### src/hdl/pius_pkg.sv
// types, constants and codes shared by the usage statistics table
package pius_pkg;

    localparam int TABLE_DEPTH = 1024;
    localparam int ADDR_W      = $clog2(TABLE_DEPTH);
    localparam int CNT_W       = 64;
    localparam int AMT_W       = 32;
    localparam int OP_W        = 2;

    typedef logic [ADDR_W-1:0] slot_t;
    typedef logic [CNT_W-1:0]  cnt_t;
    typedef logic [AMT_W-1:0]  amt_t;

    // operation codes; the unused code behaves as a query
    typedef enum logic [OP_W-1:0] {
        OP_ALLOC = 2'd0,
        OP_FREE  = 2'd1,
        OP_QUERY = 2'd2
    } op_t;

    // engine sequencer states
    typedef enum logic [2:0] {
        ST_CLEAR = 3'd0,
        ST_IDLE  = 3'd1,
        ST_CALC  = 3'd2,
        ST_DELTA = 3'd3,
        ST_TOTAL = 3'd4
    } state_t;

    // one table entry as held in the store
    typedef struct packed {
        cnt_t current;
        cnt_t peak;
        cnt_t allocs;
        cnt_t frees;
    } entry_t;

    // store access request from the engine
    typedef struct packed {
        logic   wr_en;
        slot_t  wr_addr;
        entry_t wr_data;
        logic   rd_en;
        slot_t  rd_addr;
    } mem_req_t;

    // result beat handed to the output register
    typedef struct packed {
        entry_t entry;
        cnt_t   sum_current;
        cnt_t   sum_peak;
        cnt_t   sum_allocs;
    } result_t;

endpackage

### src/hdl/pius_engine.sv
// sequencer: clearing pass, read-modify-write of one entry, running totals
module pius_engine (
    input  logic                  aclk,
    input  logic                  aresetn,
    input  logic                  s_valid,
    output logic                  s_ready,
    input  logic [1:0]            s_operation,
    input  logic [63:0]           s_owner_id,
    input  logic [31:0]           s_byte_amount,
    output pius_pkg::mem_req_t    mem_req,
    input  pius_pkg::entry_t      rd_data,
    output logic                  res_valid,
    input  logic                  res_free,
    output pius_pkg::result_t     res
);
    import pius_pkg::*;

    state_t state_reg, state_next;
    slot_t  clr_addr_reg;
    cnt_t   tot_current_reg;
    cnt_t   tot_peak_reg;
    cnt_t   tot_alloc_reg;

    op_t    op_reg;
    slot_t  slot_reg;
    amt_t   amount_reg;
    entry_t entry_reg;
    cnt_t   old_peak_reg;
    cnt_t   peak_delta_reg;

    entry_t upd;
    cnt_t   amt_ext;
    cnt_t   cur_sum;
    logic   accept;
    logic   clr_done;

    assign accept   = s_valid && s_ready;
    assign clr_done = (clr_addr_reg == slot_t'(TABLE_DEPTH - 1));
    assign amt_ext  = {{(CNT_W - AMT_W){1'b0}}, amount_reg};

    // entry update from the freshly read entry
    always_comb begin
        upd     = rd_data;
        cur_sum = rd_data.current + amt_ext;
        case (op_reg)
            OP_ALLOC: begin
                upd.current = cur_sum;
                upd.peak    = (cur_sum > rd_data.peak) ? cur_sum : rd_data.peak;
                upd.allocs  = rd_data.allocs + 64'd1;
            end
            OP_FREE: begin
                upd.current = rd_data.current - amt_ext;
                upd.frees   = rd_data.frees + 64'd1;
            end
            default: begin
                upd = rd_data;
            end
        endcase
    end

    // next state
    always_comb begin
        state_next = state_reg;
        case (state_reg)
            ST_CLEAR: if (clr_done) state_next = ST_IDLE;
            ST_IDLE:  if (accept) state_next = ST_CALC;
            ST_CALC:  state_next = ST_DELTA;
            ST_DELTA: state_next = ST_TOTAL;
            ST_TOTAL: if (res_free) state_next = ST_IDLE;
            default:  state_next = ST_CLEAR;
        endcase
    end

    // outputs by state
    always_comb begin
        s_ready         = 1'b0;
        res_valid       = 1'b0;
        mem_req.wr_en   = 1'b0;
        mem_req.wr_addr = slot_reg;
        mem_req.wr_data = upd;
        mem_req.rd_en   = 1'b0;
        mem_req.rd_addr = s_owner_id[ADDR_W-1:0];
        case (state_reg)
            ST_CLEAR: begin
                mem_req.wr_en   = 1'b1;
                mem_req.wr_addr = clr_addr_reg;
                mem_req.wr_data = '0;
            end
            ST_IDLE: begin
                s_ready       = 1'b1;
                mem_req.rd_en = s_valid;
            end
            ST_CALC: begin
                mem_req.wr_en = 1'b1;
            end
            ST_TOTAL: begin
                res_valid = 1'b1;
            end
            default: begin
                s_ready = 1'b0;
            end
        endcase
    end

    // result beat: peak total is folded in as it is loaded
    always_comb begin
        res.entry       = entry_reg;
        res.sum_current = tot_current_reg;
        res.sum_peak    = tot_peak_reg + peak_delta_reg;
        res.sum_allocs  = tot_alloc_reg;
    end

    // control state and running totals
    always_ff @(posedge aclk) begin
        if (!aresetn) begin
            state_reg       <= ST_CLEAR;
            clr_addr_reg    <= '0;
            tot_current_reg <= '0;
            tot_peak_reg    <= '0;
            tot_alloc_reg   <= '0;
        end else begin
            state_reg <= state_next;
            if (state_reg == ST_CLEAR) begin
                clr_addr_reg <= clr_addr_reg + 1'b1;
            end
            if (state_reg == ST_DELTA) begin
                case (op_reg)
                    OP_ALLOC: begin
                        tot_current_reg <= tot_current_reg + amt_ext;
                        tot_alloc_reg   <= tot_alloc_reg + 64'd1;
                    end
                    OP_FREE: begin
                        tot_current_reg <= tot_current_reg - amt_ext;
                    end
                    default: begin
                        tot_current_reg <= tot_current_reg;
                    end
                endcase
            end
            if (state_reg == ST_TOTAL && res_free) begin
                tot_peak_reg <= res.sum_peak;
            end
        end
    end

    // beat payload and update pipeline
    always_ff @(posedge aclk) begin
        if (accept) begin
            op_reg     <= op_t'(s_operation);
            slot_reg   <= s_owner_id[ADDR_W-1:0];
            amount_reg <= s_byte_amount;
        end
        if (state_reg == ST_CALC) begin
            entry_reg    <= upd;
            old_peak_reg <= rd_data.peak;
        end
        if (state_reg == ST_DELTA) begin
            peak_delta_reg <= entry_reg.peak - old_peak_reg;
        end
    end

endmodule

### config.mk
export PLATFORM = sky130hd
export DESIGN_NAME = pius_engine
export DESIGN_NICKNAME = d
export VERILOG_FILES = /design/src/hdl/pius_pkg.sv /design/src/hdl/pius_engine.sv
export SDC_FILE = /design/constraint.sdc
export NUM_CORES = 2
export LEC_CHECK = 0
export BUFFER_PORTS_ARGS = -buffer_cell sky130_fd_sc_hd__buf_2
export CAP_MARGIN = 20
export CORE_AREA = 3 3 417 419
export CTS_BUF_LIST = sky130_fd_sc_hd__clkbuf_16
export CTS_CLUSTER_DIAMETER = 100
export DETAILED_ROUTE_END_ITERATION = 12
export DIE_AREA = 0 0 420 422
export GPL_ROUTABILITY_DRIVEN = 0
export GPL_TIMING_DRIVEN = 0
export MAX_ROUTING_LAYER = met4
export PLACE_DENSITY_LB_ADDON = 0.12
export SETUP_SLACK_MARGIN = 0.3
export SYNTH_ARGS = -nofsm -noshare
export SYNTH_HDL_FRONTEND = slang
export SYNTH_SLANG_ARGS = --single-unit
### constraint.sdc
create_clock -name aclk -period 13.1 [get_ports aclk]
set_input_delay 1.31 -clock aclk [delete_from_list [all_inputs] [get_ports aclk]]
set_output_delay 1.31 -clock aclk [all_outputs]
set_load 0.01 [all_outputs]
## After elaboration in Yosys (flattened, before gate mapping)

Cells that the tools add are included.

- Add/subtract/negate cells: 10
- Multiply operators: 0
- Divide/modulo/power cells: 0
- Order comparisons: 1
- Eq/ne operators: 9
- Shift-type cells: 0
- Multiplexer cells: 14
- Bitwise gates (word level): 0
- Reductions and logical operators: 9

Operator list:

| kind | count |
|---|---|
| $mux 266 | 1 |
| $pmux 64 s2 | 2 |
| $add 64x1->64 const B | 3 |
| $add 64x32->64 | 2 |
| $mux 128 | 1 |
| $mux 64 | 2 |
| $sub 64x32->64 | 2 |
| $add 64x64->64 | 1 |
| $gt 64x64->1 | 1 |
| $sub 64x64->64 | 1 |
| $pmux 3 s5 | 1 |
| $add 10x1->10 const B | 1 |
| $eq 10x10->1 const B | 1 |
| $mux 3 | 3 |
| $eq 3x2->1 const B | 2 |
| $ne 2x2->1 const B | 3 |
| $mux 1 | 4 |
| $reduce_and 2->1 | 2 |
| $eq 3x1->1 const B | 1 |
| $eq 3x3->1 const B | 1 |
| $logic_not 3->1 | 1 |
| $reduce_and 3->1 | 1 |
| $eq 2x1->1 const B | 1 |
| $logic_and 1x1->1 | 2 |
| 3 further kinds | 3 |

- Flip-flop bits (word level): 633
- Latch bits: 0
- Memory bits (writable): 0
- Bits in read-only memories: 0
- Bits of input ports: 358
- Output and inout bits: 728
- Logic and storage cells: 57
- Memories: 0

## Longest topological paths before layout

- Word-level depth: 5
- Gate-level depth with buffers: 27
- Gate-level depth less buffers: 23

## Worst setup path before layout

No wires, ideal clock.

- Path type: register to register
- Start point: register state_reg[0]
- End point: register old_peak_reg[0], enable pin
- Setup time: 0.722 ns
- Data arrival time: 7.954 ns
- Data required time: 12.378 ns
- Path slack: 4.424 ns
- Cell stages (with the launch flop): 4
- Buffers on the path: 1
- Period minus slack after synthesis: 8.676 ns
- Path through: dfxtp_1 clkbuf_1 nor2_1 and2_1

- Cells in the longest elaborated chain, start to end: 1

Ends and longest elaborated chain:

| item | line | source |
|---|---|---|
| from (decl) | pius_engine.sv:18 | `state_t state_reg, state_next;` |
| from (signal assigned) | pius_engine.sv:122 | `state_reg <= state_next;` |
| $eq 3x2->1 | pius_engine.sv:153 | `if (state_reg == ST_CALC) begin` |
| to (signal assigned) | pius_engine.sv:155 | `old_peak_reg <= rd_data.peak;` |
| to (decl) | pius_engine.sv:28 | `cnt_t old_peak_reg;` |

No other way between the ends.
A chain may end at the register's enable or synchronous reset.

==> flow_summary_export.csv <==
group,metric,value,unit
cells_and_area,syn_to_final_growth,25.2,%
place,dp.cells,8413,
worst_setup_path,arrival,10.29,ns
sta,setup_viol,0,
drt,wirelength,223000,um
sta,tns,0,ns
global_route,grt_max_degree,66,
clocking,hold_buffers,0,
sta,fin_crit_sh,88.5,%
floorplanning,num_io_pins,1086,
clocking,numCtsBuffers,89,
sta,fin_hold_ws,0.459,ns
drt,detail_route.vias_per_cell,5.04,
yosys,synth_edf_count,428,
yosys,syn_area_per_cell,8.74,um2
floorplanning,start_util,26.2,%
worst_setup_path,critPathKind,"input pin to primary output",
drt,drc,0,
sta,fin_worst_skew,0.0343,ns
drt,wl_per_cell,25.8,um
worst_setup_path,crit_path_frequent_cell,"nand3_1",
place,placed_cell_area,53200,um2
yosys,syn_area,44900,um2
clocking,ctsRootBufferMaster,"clkbuf_16",
cells_and_area,final_area,56200,um2
clocking,cts.path.max_buffers,3,
sta,hold_viol,0,
cells_and_area,fin_cells,8622,
yosys,ys.flop_type,"edfxtp_1",
global_route,track_usage,24.9,%
sta,worstMarginPinSlew,1.20,ns
drt,dr.pass1.iters,7,
drt,vias,43437,
yosys,async_flop_share,0,%
global_route,grt_pass1_wl,310000,um
clocking,cts_setup_buffers,0,
drt,antenna_left,0,
cells_and_area,nNetsFinal,6958,
worst_hold_path,min-delay-path-class,"register to register",
global_route,antenna_found_initial,73,
sta,min_period,11.60,ns
sta,fmax,86.2,MHz
worst_setup_path,slowest_delay,0.82,ns
status,status,"finished, final reports clean",
clocking,cts-htree-levels,3,
cells_and_area,largest_reg_flops,256,
drt,drt_iter0_markers,3346,
flow_run,max_cap_viol_count,0,
sta,rsz0062_at_grt,"false",
yosys,syn_inst,5134,
global_route,first_global_vias,42696,
worst_setup_path,crit_chain,"buf_2 > ha_1 > clkbuf_1 > nor2_1 > nand3_1 > or2_1 > a211oi_1 > o21ai_0 > and2_0 > nor4_4 > o21ai_0 > xnor2_1 > ha_1 > nand4_1 > nor4_1 > nand3_1 > nor3_1 > nand3_1 > o211ai_1 > clkbuf_2 > buf_1 > mux2_2 > and2_1 > buf_2",
worst_setup_path,cp_slowest_cell,"nor4_1",
place,numPortBuffers,1017,
yosys,synth_nets,5820,
worst_setup_path,required,11.79,ns
place,dp_hpwl,186000,um
cells_and_area,fillerInstances,18309,
clocking,clock_sinks,633,
sta,max_slew_margin,20.2,%
power_and_ir_drop,ir_worst_vdd,94.8,uV
yosys,yosysWarnings,0,
floorplanning,die_y,422,um
cells_and_area,multi_input_area,25800,um2
worst_setup_path,startpoint_type,"input pin",
worst_setup_path,crit_fanout,10,
yosys,synth_cell_types,90,
power_and_ir_drop,power.density,88.3,nW/um2
floorplanning,core-area,171000,um2
worst_setup_path,crit_path_end_kind,"primary output",
yosys,ys_seq_elements,633,
floorplanning,rows,152,
clocking,insertion_delay,0.72,ns
floorplanning,die-width,420,um
sta,finalMaxSlewViolations,0,
yosys,ys_seq_area_share,37.8,%
clocking,cts_tree,"built",
floorplanning,die-area,177000,um2
clocking,cts_resized,0,
global_route,grt_overflow_total,0,
cells_and_area,regArea,17000,um2
power_and_ir_drop,power.leakage,24.3,nW
cells_and_area,drive_above_1_share,20.3,%
clocking,clk_pin_slew,0.05,ns
## cells by family after synthesis
group                      Yosys count  synth area share, %
AOI/OAI and AO/OA                 1255                 17.2
and+or+nand+nor                   1812                 19.9
adders and majority gates          328                 9.23
xor gates and xnor gates           501                 9.78
muxes                               56                 1.37
buffers and inverters              549                 4.73
DFF                                633                 37.8
## per-stage QoR
stage	power, mW	setup slack, ns	util, %
2_1_floorplan	2.38	4.42	-
3_3_place_gp	2.60	-0.702	30.9
3_5_place_dp	2.61	1.27	31.1
4_1_cts	5.04	1.25	32.8
5_1_grt	5.14	0.866	32.9
6_report	4.96	1.50	32.9
## worst max-delay path: cells and delay by family
family | cells | cell delay (ns)
and+or+nand+nor | 11 | 4.54
buffers and inverters | 5 | 1.68
AOI/OAI and AO/OA | 4 | 1.25
adders and majority gates | 2 | 0.51
xor gates and xnor gates | 1 | 0.51
muxes | 1 | 0.43
## power by group
group / switching (mW) / internal [mW] / total (mW)
clock network: 0.999 / 1.40 / 2.40
registers: 0.00113 / 2.13 / 2.13
logic: 0.281 / 0.146 / 0.427
total: 1.28 / 3.68 / 4.96
## placed cells by master, fill, tap and decap left out, types with 28 or more instances in the layout
cell type	instances
buf_2	1028
nand2b_1	38
o21bai_1	54
mux2_2	42
nor3_1	90
edfxtp_1	428
dfxtp_1	205
and3_1	67
o211ai_1	29
and2_1	272
nor2_1	346
o31ai_1	28
or3_1	49
a21oi_1	477
diode_2	43
inv_1	324
ha_1	323
xnor2_1	319
nand4_1	101
nand2_1	560
o21ai_0	271
o21a_1	33
a211oi_1	31
clkbuf_1	209
nand3_1	144
a21o_1	130
xor2_1	182
a31oi_1	42
clkbuf_16	92
## layer usage
metal  track usage [%]  wire length, um
met5                 -                0
met4              12.5            12000
met3              4.06            12300
met2              43.2           112000
met1              27.6            86000
## cell type report
class,count,share of cell area (%)
clock inverters,73,0.937
diodes,43,0.191
multi-input cells,3952,45.9
inverters,297,1.99
repair buffers,1047,9.91
clock buffers,92,4.10
flip-flops and latches,633,30.2
plain buffers,252,1.81
well taps,2233,4.97
## synthesized netlist by cell type (all sizes together), types with 182 or more instances
cell type	count	share of area, %
a21oi	478	5.3
and2	277	3.9
clkbuf	216	1.8
dfxtp	205	9.1
edfxtp	428	29
ha	323	9.0
inv	292	2.4
nand2	560	4.7
nor2	348	2.9
o21ai	273	3.0
xnor2	319	6.2
xor2	182	3.6
## worst paths after layout
kind | from | endpoint | slack (ns) | depth (start not counted)
setup / recovery | rd_data[199] | mem_req[175] | 1.50 | 24
hold / removal | tot_peak_reg[21] | tot_peak_reg[21] | 0.46 | 2
setup reg to reg | amount_reg[7] | res[357] | 3.68 | 22
hold reg to reg | tot_peak_reg[21] | tot_peak_reg[21] | 0.46 | 2
No activity file was read; power rests on OpenSTA's default activity.
